==> config.mk <==
export PLATFORM = sky130hd
export DESIGN_NAME = nc_ram
export DESIGN_NICKNAME = d
export VERILOG_FILES = /design/src/design/nc_ram.sv
export SDC_FILE = /design/constraint.sdc
export NUM_CORES = 1
export LEC_CHECK = 0
export ABC_AREA = 1
export BUFFER_PORTS_ARGS = -buffer_cell sky130_fd_sc_hd__buf_2
export CORE_MARGIN = 4
export CORE_UTILIZATION = 45
export CTS_BUF_LIST = sky130_fd_sc_hd__clkbuf_4
export CTS_CLUSTER_SIZE = 16
export DETAILED_ROUTE_END_ITERATION = 10
export HOLD_SLACK_MARGIN = 0.08
export PLACE_DENSITY = 0.7
export SYNTH_ARGS = -nofsm -noshare
export SYNTH_HDL_FRONTEND = slang
export SYNTH_SLANG_ARGS = --single-unit
==> constraint.sdc <==
create_clock -name clock -period 3.3 [get_ports clock]
set_input_delay 0.33 -clock clock [delete_from_list [all_inputs] [get_ports clock]]
set_output_delay 0.33 -clock clock [all_outputs]
set_load 0.05 [all_outputs]
==> src/design/nc_ram.sv <==
`timescale 1ns / 1ps

module nc_ram #(
   parameter int WIDTH = 8,
   parameter int DEPTH = 64
) (
   input  logic                     clock,
   input  logic                     wr_en,
   input  logic [$clog2(DEPTH)-1:0] wr_addr,
   input  logic [WIDTH-1:0]         wr_data,
   input  logic [$clog2(DEPTH)-1:0] rd_addr,
   output logic [WIDTH-1:0]         rd_data
);

   logic [WIDTH-1:0] mem [DEPTH];
   logic [WIDTH-1:0] rd_data_ff;

   always_ff @(posedge clock) begin
      if (wr_en) begin
         mem[wr_addr] <= wr_data;
      end
      rd_data_ff <= mem[rd_addr];
   end

   assign rd_data = rd_data_ff;

endmodule

* Word-level counts from Yosys, hierarchy flattened
Memories as Yosys holds them, arrays and structs flattened. A register that Yosys moved wholly into a read port is not among the register bits.
Cells that the tools add are included.
Widths: inputs -> output; s select.
** Storage, ports and cells
- Output and inout bits :: 8
- Register bits after elaboration :: 0
- Memory bits (writable) :: 512
- Memories :: 1
- Word-level logic and storage cells :: 3
- Input bits :: 22
** Cells by class
- Muxes and demuxes :: 2
** Memory list
- mem :: words 64, width 8, read ports 1, clocked after Yosys merged registers in 1, wr ports 1, line 15 : logic [WIDTH-1:0] mem [DEPTH];
** Operators with widths (count)
- $mux 1 :: 2

* Depth between registers and ports, before layout
- Word-level depth :: 2
- Gate-level depth with buffers :: 12
- Mapped depth without buffers :: 9

* Least setup slack after synthesis
Ideal clock, no wire load.
- Kind :: input -> register
- Start :: input wr_en
- End :: memory mem[48][0] (enable)
- Path buffers :: 1
- Stages :: 3
- Library setup time :: 0.395 ns
- Data required time :: 2.905 ns
- Slack :: 1.204 ns
- Data arrival time :: 1.701 ns
- Cells stage by stage :: clkbuf_1 > nand4_1 > nor4_1
** Between the ends
- Cells in the longest elaborated chain, start to end :: 2
** Ends and longest elaborated chain
- start: declaration :: line 8 : input logic wr_en,
- $mux 1 :: line 19 : if (wr_en) begin
- $mux 1 (implied by the code) :: line 20 : mem[wr_addr] <= wr_data;
- end: declaration :: line 15
No other way between the ends.

* Final worst setup path
- Start :: input wr_addr[1]
- End :: memory mem[61][6] (enable)
** RTL lines
- start: declaration :: line 9 : input logic [$clog2(DEPTH)-1:0] wr_addr,
Straight into the memory's write port.

==> metrics.txt <==
outcome=finished clean; CP Depth=5; RD Place Congestion=0.868; port bufs=29; Yosys cell types=16; Psw=3.20 mW; FF-to-FF Start=mem[55][4]; Congestion Overflow GR=0; chip width=226 um; top cell type's share of synthesized area=72.0%; area grow syn2layout=12.0%; final count of negative-setup-slack endpoints=0; Reg2Reg Setup Slack=1.48 ns; die height=226 um; type of the worst setup path=input pin to flop; crit-path cells=dlygate4sd3_1 > buf_2 > inv_1 > nand4_1 > nor2_1; sequential share of the synthesized area=72.8%; CTS clk-pin slew, worst paths=0.07 ns; sw frac=23.3%; Worst Clk Skew=0.0442 ns; critical path endpoint=mem[61][6]; logic gate share of total power=6.6%; gr usage total=21.4%; Mapped Nets=1827; Area after DPL=22100 um2; Final Hold Vio Count=0; P_leak=8.86 nW; Worst path top cell family by delay=simple AND/OR/NAND/NOR gates; Rows=79; Initial DRC Count=1843; H-tree depth=4; CTS tree=done; Synth Register Bits=520; Worst-Skew Late Latency=0.82 ns; layout cell share with drive strength beyond 1=15.7%; Max-cap violations=0; pre-CTS setup slack=0.888 ns; Detail Placement HPWL=31100 um; RSZ-0062 raised after global routing=no; Crit. End Element=flop; Initial Util=45.6%; maximum vdd drop=0.345 mV; CP Launch Point=wr_addr[1]; wire length of the first global-routing pass=83100 um; Sink Count=520; min cycle time layout=2.26 ns; Crit path buffers/inverters=3; Top Ports=30; DIE AREA=51000 um2; leading area contributor after synthesis=edfxtp_1; post-CTS setup buffers=0; R2R depth=9; PnR worst setup slack=1.04 ns; Largest stage delay, worst path=0.78 ns; initial antenna violation count=4; final WL=54300 um; clock power share=40.0%; Pre-Repair DR Iteration Count=6; Syn Area/Cell=11.8 um2; Worst Hold Class=input pin to flop; Syn. warnings=0; Relative slew margins=32.3%; CTS Root Cell=clkbuf_4; number of global-route vias before repair=14.5k; CTS Buf Count=133; Final Slew Violations=0; FF-to-FF End=rd_data[4]; Synth area leaders=edfxtp_1 (72%), nand2_1 (11%), nand3_1 (10%), buf_6 (1.8%), nor2_1 (0.99%); Netlist Area Pre-Place=21300 um2; largest net degree at the start of global routing=129; Tcrit/Tclk final=68.6%; core footprint=46800 um2; critical path arrival=2.68 ns; Longest Clk Path Bufs=3; internal power=10.5 mW; Routed wire per std cell=20.6 um; Design Area, Final=23900 um2; final setup TNS=0 ns; upper clock frequency limit=0.442 GHz; startpoint types=input pin; power per standard cell area=575 nW/um2; crit path max fanout=9; Reg power frac=53.4%; data required time at the worst endpoint=3.71 ns; drt drc=0; Critical Path Slowest Stage Cell=nor2_1; vias=14.5k; Routed Antenna Nets=0; Nets=1962; Least-Margin Pin Slew=1.01 ns; vias per std cell=5.51; cell count after synthesis=1805
==> final cells by class <==
| cell class | count | area (um2) |
|---|---|---|
| Sequential cell | 520 | 15500 |
| Timing Repair Buffer | 113 | 917 |
| Antenna cell | 2 | 5.00 |
| Multi-Input combinational cell | 1160 | 4950 |
| Clock buffer | 196 | 1470 |
| Fill cell | 4068 | 22900 |
| Tap cell | 607 | 759 |
| Inverter | 12 | 52.6 |
| Clock inverter | 27 | 210 |
==> layout by cell type, fill, tap and decap left out <==
| master | count |
|---|---|
| buf_12 | 8 |
| buf_2 | 22 |
| buf_4 | 74 |
| buf_6 | 1 |
| bufinv_16 | 4 |
| clkbuf_4 | 196 |
| clkinv_1 | 12 |
| clkinv_2 | 3 |
| dfxtp_1 | 8 |
| diode_2 | 2 |
| dlygate4sd3_1 | 8 |
| edfxtp_1 | 512 |
| inv_1 | 9 |
| inv_2 | 9 |
| inv_4 | 1 |
| inv_6 | 1 |
| nand2_1 | 648 |
| nand3_1 | 439 |
| nand4_1 | 9 |
| nor2_1 | 56 |
| nor4_1 | 8 |
==> worst register-to-register path: stages, from the launching register on <==
cell,delay [ns]
edfxtp_1,0.35
nand2_1,0.07
nand3_1,0.08
nand3_1,0.12
nand2_1,0.13
nand2_1,0.08
nand3_1,0.14
nand3_1,0.13
dlygate4sd3_1,0.55
nand2_1,0.05
==> layer usage <==
metal,up-vias,GRT usage (%),part of all wire (%)
met3,104,5.90,11
met5,-,0,0
li1,6695,-,-
met2,803,32.6,46
met4,0,7.23,2.5
met1,6936,30.0,40
==> cells by family (layout without fill, tap and decap cells) <==
group	count (synthesis)	count (layout)	synth area share (%)
DFF	520	520	72.8
other	0	2	0
buffers and inverters	125	348	4.02
and+or+nand+nor	1160	1160	23.2
==> power groups by stage <==
| stage | combinational (mW) | sequential, mW | clock (mW) |
|---|---|---|---|
| detailed placement | 0.887 | 7.48 | 0 |
| finish | 0.905 | 7.34 | 5.50 |
| global route | 0.981 | 7.34 | 6.04 |
| CTS | 0.897 | 7.34 | 5.61 |
| global placement | 0.875 | 7.48 | 0 |
| floorplan | 0.514 | 7.51 | 0 |
==> synthesized netlist by cell type <==
library cell  count
buf_8             2
inv_1            10
dfxtp_1           8
edfxtp_1        512
nand2_1         648
inv_2             1
buf_1            10
buf_6            35
nor2_1           56
inv_6             1
nand4_1           9
buf_2            37
nand3_1         439
nor4_1            8
buf_4            14
clkbuf_1         15
==> flip-flops by register name (all words and copies together), names as in the netlist <==
| signal | cells |
|---|---|
| mem | 512 |
| rd_data | 8 |
==> per-stage QoR <==
stage | hold WS (ns) | power, mW | util, % | std cells
after floorplan | 0.429 | 8.02 | - | 1805
after global placement | 0.708 | 8.36 | 47.3 | 2404
after detailed placement | 0.700 | 8.37 | 47.3 | 2404
after CTS | 0.0823 | 13.8 | 51.1 | 2635
after global routing | 0.0899 | 14.4 | 51.1 | 2637
final | 0.140 | 13.7 | 51.1 | 2637
==> what timing repair did <==
item / 4_1_cts / 5_1_grt
hold buffers: 8 / 0
gates resized for setup: 0 / 0
hold endpoints to repair: 63 / 0
setup endpoints to repair: 0 / 0
==> how the worst min path moves through the flow <==
stage / from / end / cells after the start
detailed placement: rd_addr[5] / rd_data[4] / 3
CTS: wr_data[3] / mem[13][3] / 1
finish: wr_data[3] / mem[12][3] / 1
global route: wr_data[3] / mem[29][3] / 1
global placement: rd_addr[5] / rd_data[4] / 3
floorplan: wr_data[0] / mem[0][0] / 0
Power figures use the tool's default switching activity.
