**src/design/nc_pkg.sv**
```systemverilog
`timescale 1ns / 1ps

package nc_pkg;

   // Fixed field widths of the streams and the configuration register.
   localparam int WEIGHT_W   = 18;
   localparam int VERTEX_W   = 6;
   localparam int CFG_W      = 7;

   // A matrix entry with this weight stands for a missing edge.
   localparam logic signed [WEIGHT_W-1:0] NO_EDGE = 18'sd100000;

   // Starting distance of every vertex except the source.
   localparam int FAR_DISTANCE = 1000000000;

endpackage

```
**src/design/nc_relax.sv**
```systemverilog
`timescale 1ns / 1ps

module nc_relax
   import nc_pkg::*;
#(
   parameter int DW = 38
) (
   input  logic signed [DW-1:0]       dist_from,
   input  logic signed [DW-1:0]       dist_to,
   input  logic signed [WEIGHT_W-1:0] weight,
   output logic                       improve,
   output logic signed [DW-1:0]       new_dist
);

   logic signed [DW-1:0] weight_ext;

   // Sign-extend the edge weight to the distance width before the add.
   assign weight_ext = {{(DW-WEIGHT_W){weight[WEIGHT_W-1]}}, weight};
   assign new_dist   = dist_from + weight_ext;
   assign improve    = (weight != NO_EDGE) && (dist_to > new_dist);

endmodule

```
**config.mk**
```make
export PLATFORM = sky130hd
export DESIGN_NAME = nc_relax
export DESIGN_NICKNAME = d
export VERILOG_FILES = /design/src/design/nc_pkg.sv /design/src/design/nc_relax.sv
export SDC_FILE = /design/constraint.sdc
export NUM_CORES = 1
export LEC_CHECK = 0
export ABC_AREA = 0
export ABC_CLOCK_PERIOD_IN_PS = 16600
export BUFFER_PORTS_ARGS = -buffer_cell sky130_fd_sc_hd__buf_2
export CAP_MARGIN = 20
export CORE_MARGIN = 2
export CORE_UTILIZATION = 50
export DETAILED_ROUTE_END_ITERATION = 6
export GPL_TIMING_DRIVEN = 1
export PLACE_DENSITY = 0.89
export RECOVER_POWER = 100
export SYNTH_ARGS = -nofsm -noshare
export SYNTH_HDL_FRONTEND = slang
export SYNTH_SLANG_ARGS = --single-unit
```
**constraint.sdc**
```tcl
create_clock -name vclk -period 16.6
set_input_delay 3.32 -clock vclk [all_inputs]
set_output_delay 3.32 -clock vclk [all_outputs]
set_load 0.005 [all_outputs]
```
# Word-level counts from Yosys, hierarchy flattened
# Index checks and enable logic that the tools add are counted.
# W data, S select, Z words.
[totals]
reg_bits = 0
out_inout_bits = 39
[op_classes]
eq_ne = 1
add_sub_neg = 1
order_cmp = 1
n_reduce_logical = 1
[op_table]
columns = ["op", "count"]
rows = [
  ["$add A38 B18 Y38", 1],
  ["$gt A38 B38 Y1", 1],
  ["$ne A18 B18 Y1 const B", 1],
  ["$logic_and A1 B1 Y1", 1],
]

# Longest topological paths before layout
# Gate-level depths: netlist of run 1.
[depth]
depth_word = 3
depth_mapped = 22
depth_no_buf = 22

# Worst setup path after synthesis of run 1
# No wires, ideal clock.
[synth_timing]
path_kind = "in2out"
start = "in dist_from[10]"
end = "out improve"
slack_ns = 6.016
path_stages = 19
t_arrival_ns = 7.264
cell_sequence = "ha_1 > and4_4 > a21o_1 > a2111oi_0 > a211o_1 > o21ai_1 > a31o_2 > a21o_1 > a41o_1 > xnor2_1 > ha_1 > a211oi_1 > o221ai_1 > a21oi_1 > o21ai_0 > a221oi_1 > maj3_2 > o2111ai_1 > and3_1"
[synth_via]
elab_chain_len = 3
[synth_rtl]
columns = ["item", "line_no", "rtl"]
rows = [
  ["start: declaration", "nc_relax.sv:8", "input logic signed [DW-1:0] dist_from,"],
  ["$add A38 B18 Y38", "nc_relax.sv:19", "assign new_dist = dist_from + weight_ext;"],
  ["$gt A38 B38 Y1", "nc_relax.sv:20", "assign improve = (weight != NO_EDGE) && (dist_to > new_dist);"],
  ["$logic_and A1 B1 Y1", "nc_relax.sv:20", ""],
  ["end: declaration", "nc_relax.sv:11", "output logic improve,"],
]
# No other way between the ends.

# Worst setup path in the final report of run 1
[layout_timing]
start = "in weight[17]"
end = "out improve"
[layout_via]
elab_chain_len = 3
[layout_rtl]
columns = ["item", "line_no", "rtl"]
rows = [
  ["start: declaration", "nc_relax.sv:10", "input logic signed [WEIGHT_W-1:0] weight,"],
  ["$add A38 B18 Y38", "nc_relax.sv:19", ""],
  ["$gt A38 B38 Y1", "nc_relax.sv:20", ""],
  ["$logic_and A1 B1 Y1 (*)", "nc_relax.sv:20", ""],
]
# Every way passes the cells marked *; elsewhere a longest branch is shown, timed or not.

==> metrics.yaml, run 1 <==
outcome:
  status: "completed"
floorplan:
  dieHeight_um: 82.5
  die_area_mm2: 0.00680
  start_util: 0.520
  die_w_um: 82.5
  pin_count: 133
  core-area_mm2: 0.00592
  core.rowCount: 28
grt:
  grt_max_degree: 23
  grt_pass1_wl_um: 14200
  gr-total-overflow: 0
  track_usage: 0.256
  first_global_vias: 3387
  grt_antenna_before_repair: 0
sta:
  slew_violations: 0
  fin_crit_sh: 0.715
  fmax_mhz: 84.3
  grt_setup_unrepaired: "false"
  finalCriticalPeriod_ns: 11.87
  worst_slew_margin_rel: 0.145
  hold_violations: 0
  setup_violations: 0
  fin_setup_tns_ns: 0
  tightest_slew_ns: 1.25
  whs_ns: 6.98
detailed_routing:
  viasPerCell: 5.88
  drc: 0
  drt-wirelength-per-cell_um: 14.8
  vias: 3697
  route.layer.met1.wl_um: 3960
  drtIter0Drc: 179
  top_layer_used: "met4"
  wl_met3_um: 610
  drtAntennaViolNets: 0
  wl_met2_um: 4470
  dr.pass1.iters: 4
  routed_wl_um: 9310
placement:
  dp_hpwl_um: 8170
  gp_congestion: 0.964
  portBuffers: 133
  dp_cells: 629
finish:
  final_common_cell: "buf_2"
  utilization: 0.633
  clock_buffers: 0
  final_cell_mix: "buf_2 (106), ha_1 (74), a21oi_1 (46), inv_1 (43)"
  fillers: 547
  drive_gt1_frac: 0.218
  fin_nets: 725
  area_delta_synth_final_pct: 21.7
  register_area_um2: 0
  fin_cells: 629
  flops_and_latches: 0
  n_antenna_cell: 0
clock_tree:
  post_cts.repair.setup_buffers: 0
  cts_resized: 0
  ctsHoldBuffers: 0
job:
  drv_cap: 0
worst_setup_path:
  critical_path_peak_fanout: 22
  cp_num_buf_inv: 2
  path_cells: "clkbuf_1, ha_1, a21oi_1, nor2b_1, o21ai_0, nand2b_1, a21o_1, a21oi_1, nor2_1, a2111oi_0, xor2_1, ha_1, nand3_1, nor3_1, a221oi_1, maj3_1, o2111ai_1, and3_1, buf_2"
  crit_path_top_delay_cell: "a2111oi_0"
  worstSetupPathType: "input port to output pin"
  cp_top_family: "compound AO/OA/AOI/OAI gates"
  critPathMaxStageDelay_ns: 1.06
  cp-start-kind: "input port"
  cp.required_ns: 13.28
  crit_path_end_kind: "output pin"
  arrival_ns: 8.55
pwr:
  p_clk_frac: 0
  powerDensity_mw_per_mm2: 48.3
  share_seq_of_total_power: 0
  combPwrFrac: 1.000
  p_leak_nw: 1.97
  ir_worst_vdd_mv: 0.0207
  power.total_mw: 0.181
  p_switching_mw: 0.101
  p_int_mw: 0.0806
  swShare: 0.555
synth:
  yosysTopAreaCell: "ha_1"
  yosysUniqueCellTypes: 65
  netlist_top_cells_area: "ha_1 (30%), a21oi_1 (7.1%), xnor2_1 (5.7%), inv_1 (5.2%), xor2_1 (4.3%)"
  syn_area_per_cell_um2: 7.18
  yosysTopAreaCellShare: 0.301
  synthCells: 429
  syn_nets: 598
  syn-cell-area_mm2: 0.00308
  ys_seq_area_frac: 0
  ys_warn_count: 0
worst_hold_path:
  hold_class: "input port to output pin"
[metal layers]
metal	vias up	global-route usage
met4	0	0.0803
met2	154	0.469
met3	31	0.0185
met1	1664	0.314
li1	1848	-
met5	-	0
[final timing paths]
check         start           to  slack (ns)  cells after the start
min    dist_from[0]  new_dist[0]        6.98                      3
max      weight[17]      improve        4.73                     19
[Yosys cell counts (4+ instances only)]
cell type,number
a211oi_1,4
a21oi_1,44
o21bai_1,5
a21o_1,16
nand3_1,12
and3_1,5
nor2b_1,4
nor3_1,12
xor2_1,15
ha_1,74
nand2b_1,5
nor4_1,4
nand4_1,9
inv_1,43
xnor2_1,20
o21a_1,5
or2_2,5
nor2_1,28
o21ai_1,4
nand2_1,28
buf_2,7
o21ai_0,22
[metrics by stage]
step / cell area [um2] / setup WS (ns)
2_1_floorplan: 3080 / 6.02
5_1_grt: 3750 / 4.31
3_5_place_dp: 3800 / 5.41
6_report: 3750 / 4.73
3_3_place_gp: 3800 / 5.47
4_1_cts: 3800 / 5.40
[power groups by stage]
stage	clock network (mW)	logic [mW]	registers, mW
2_1_floorplan	0	0.122	0
3_3_place_gp	0	0.175	0
3_5_place_dp	0	0.182	0
4_1_cts	0	0.184	0
5_1_grt	0	0.203	0
6_report	0	0.181	0
[tightest hold or removal path, delay by kind of cell]
kind,cells,cell delay (ns)
adder cells (fa/ha/maj),1,0.14
buffers and inverters,2,0.20
[logic make-up after synthesis]
kind of cell | Yosys count | synth area share
simple gates | 127 | 0.212
mux | 3 | 0.00975
fa+ha+maj | 76 | 0.311
xor+xnor | 35 | 0.0995
buf+inv | 51 | 0.0650
compound gates | 137 | 0.303
[cell type report]
class	instances	area [um2]	area share
multi-input combinational	378	2860	0.762
timing repair buffer	133	637	0.170
inverter	43	161	0.0431
tap	75	93.8	0.0250
No activity file was read; power rests on OpenSTA's default activity.
==> run 2, diff against run 1 <==
- ABC_AREA: 0 -> 1
- ABC_CLOCK_PERIOD_IN_PS: 16600 -> 9890
- CORE_UTILIZATION: 50 -> 47
- PLACE_DENSITY: 0.89 -> 0.88
- clock period: 16.6 -> 9.89 ns (I/O delays scaled with it)
==> run 2 against run 1 <==
  * Via count rose by 5.3%
  * Worst hold slack got worse by 2.7 ns
  * Combinational power grew 76%
  * Utilization shrank 3.7 points
  * Cell count increased by 16%
  * Power up 76%
  * Worst setup slack worse by 3.0 ns
  * Synthesized cell count is 21% higher
  * Die area rose by 9.1%
  * Flip-flop and latch count unchanged
  * Sequential share of layout area unchanged
==> metrics.yaml, run 2 <==
floorplan:
  die_w_um: 86.2  # +4.5%
  die_area_mm2: 0.00743  # +9.1%
  core.rowCount: 29  # +3.6%
  dieHeight_um: 86.2  # +4.5%
  start_util: 0.491  # -0.0288
  pin_count: 133  # unchanged
  core-area_mm2: 0.00646  # +9.1%
worst_setup_path:
  cp_top_family: "compound AO/OA/AOI/OAI gates"
  critPathMaxStageDelay_ns: 0.39  # -0.67 ns
  crit_path_end_kind: "output pin"
  worstSetupPathType: "input port to output pin"
  cp-start-kind: "input port"
  cp_num_buf_inv: 4  # +2
  crit_top_cell: "nand2_1"
  critical_path_peak_fanout: 3  # -86%
  arrival_ns: 6.22  # -2.33 ns
  cp.required_ns: 7.91  # -5.37 ns
  crit_path_top_delay_cell: "fa_1"
pwr:
  combPwrFrac: 1.000  # about the same
  p_switching_mw: 0.190  # +89%
  power.total_mw: 0.318  # +76%
  swShare: 0.596  # +0.0407
  powerDensity_mw_per_mm2: 82.7  # +71%
  ir_worst_vdd_mv: 0.0485  # +130%
  p_leak_nw: 2.28  # +16%
  p_clk_frac: 0  # unchanged
  share_seq_of_total_power: 0  # unchanged
  p_int_mw: 0.129  # +60%
synth:
  synth_compound_area_frac: 0.212  # -0.0905
  yosysUniqueCellTypes: 36  # -45%
  syn-cell-area_mm2: 0.00317  # +3.0%
  syn_area_per_cell_um2: 6.14  # -14%
  synthMuxAreaShare: 0  # -0.00975
  synth_top_family_by_area: "adder cells"
  synthCells: 517  # +21%
  yosys-top-cells-count: "nand2_1 (118), inv_1 (84), ha_1 (74)"
  synth-xor-area-share: 0.0989  # -0.000577
  synth_simple_gate_area_frac: 0.287  # +0.0745
  yosysMostFrequentCell: "nand2_1"
  yosysTopAreaCell: "ha_1"
  syn_nets: 686  # +15%
  yosysTopAreaCellShare: 0.292  # -0.00889
  synth_fa_ha_area_frac: 0.298  # -0.0127
  ys_seq_area_frac: 0  # unchanged
  ys_warn_count: 0  # unchanged
  netlist_top_cells_area: "ha_1 (29%), nand2_1 (14%), inv_1 (9.9%), a21oi_1 (7.6%), xor2_1 (5.5%)"
sta:
  whs_ns: 4.32  # -2.66 ns
  tightest_slew_ns: 1.12  # -0.126 ns
  fmax_mhz: 122
  setup_slack_ns: 1.69  # -3.04 ns
  setup_violations: 0  # unchanged
  grt_setup_unrepaired: "false"
  slew_violations: 0  # unchanged
  worst_slew_margin_rel: 0.250  # +0.106
  finalCriticalPeriod_ns: 8.20
  fin_setup_tns_ns: 0  # unchanged
  fin_crit_sh: 0.829
  hold_violations: 0  # unchanged
detailed_routing:
  dr.pass1.iters: 5  # +1
  viasPerCell: 5.36  # -8.9%
  drtIter0Drc: 192  # +7.3%
  drc: 0  # unchanged
  drt-wirelength-per-cell_um: 13.8  # -6.6%
  vias: 3894  # +5.3%
  routed_wl_um: 10100  # +8.0%
  drtAntennaViolNets: 0  # unchanged
grt:
  first_global_vias: 3694  # +9.1%
  grt_antenna_before_repair: 0  # unchanged
  track_usage: 0.263  # +0.00760
  gr-total-overflow: 0  # unchanged
  grt_pass1_wl_um: 16400  # +15%
  grt_max_degree: 23  # unchanged
finish:
  drive_gt1_frac: 0.209  # -0.00918
  final_common_cell: "nand2_1"
  final_cell_mix: "nand2_1 (118), buf_2 (116), inv_1 (84), ha_1 (74), a21oi_1 (51)"
  n_antenna_cell: 0  # unchanged
  flops_and_latches: 0  # unchanged
  fin_nets: 821  # +13%
  register_area_um2: 0  # unchanged
  clock_buffers: 0  # unchanged
  utilization: 0.596  # -0.0370
  fillers: 684  # +25%
  area_delta_synth_final_pct: 21.3
placement:
  gp_congestion: 0.950  # -1.4%
  dp_hpwl_um: 9110  # +12%
  portBuffers: 133  # unchanged
  dpl_worst_slack_ns: 2.31  # -3.10 ns
worst_hold_path:
  hold_class: "input port to output pin"
job:
  drv_cap: 0  # unchanged
outcome:
  status: "completed"
clock_tree:
  cts_resized: 0  # unchanged
  post_cts.repair.setup_buffers: 0  # unchanged
  ctsHoldBuffers: 0  # unchanged
==> run 2: cells by family after synthesis <==
logic type	Yosys count
AO/OA/AOI/OAI	107
buffers and inverters	88
adder cells (fa/ha/maj)	75
XOR/XNOR	35
AND/OR/NAND/NOR	212
==> run 2: final timing paths <==
kind                  cells after the start  slack [ns]      start     endpoint
worst max-delay path                     28        1.69  weight[0]      improve
worst min-delay path                      3        4.32  weight[0]  new_dist[0]
==> run 2: cell type report <==
class / count / area, um2 / area share
multi-input cells: 429 / 2780 / 0.721
inverters: 88 / 330 / 0.0858
repair buffers: 133 / 647 / 0.168
well taps: 77 / 96.3 / 0.0250
==> run 2: power by group through the flow <==
| stage | Sequential, mW | Combinational, mW | Clock [mW] |
|---|---|---|---|
| global placement | 0 | 0.314 | 0 |
| CTS | 0 | 0.325 | 0 |
| detailed placement | 0 | 0.323 | 0 |
| finish | 0 | 0.318 | 0 |
| floorplan | 0 | 0.213 | 0 |
| global route | 0 | 0.360 | 0 |
==> run 2: worst min-delay path, stage by stage <==
cell   delay (ns)
buf_2        0.09
ha_1         0.15
buf_2        0.12
==> run 2: metrics by stage <==
step / instances / cell area [um2]
6_report: 727 / 3850
5_1_grt: 727 / 3850
4_1_cts: 727 / 3940
3_5_place_dp: 727 / 3940
3_3_place_gp: 727 / 3940
2_1_floorplan: 517 / 3170
==> run 2: metal layers <==
metal,vias to the layer above,routed length (um),GRT usage
li1,2003,-,-
met1,1742,4600,0.355
met2,131,4830,0.470
met3,18,451,0.00952
met4,0,174,0.0511
met5,-,0,0
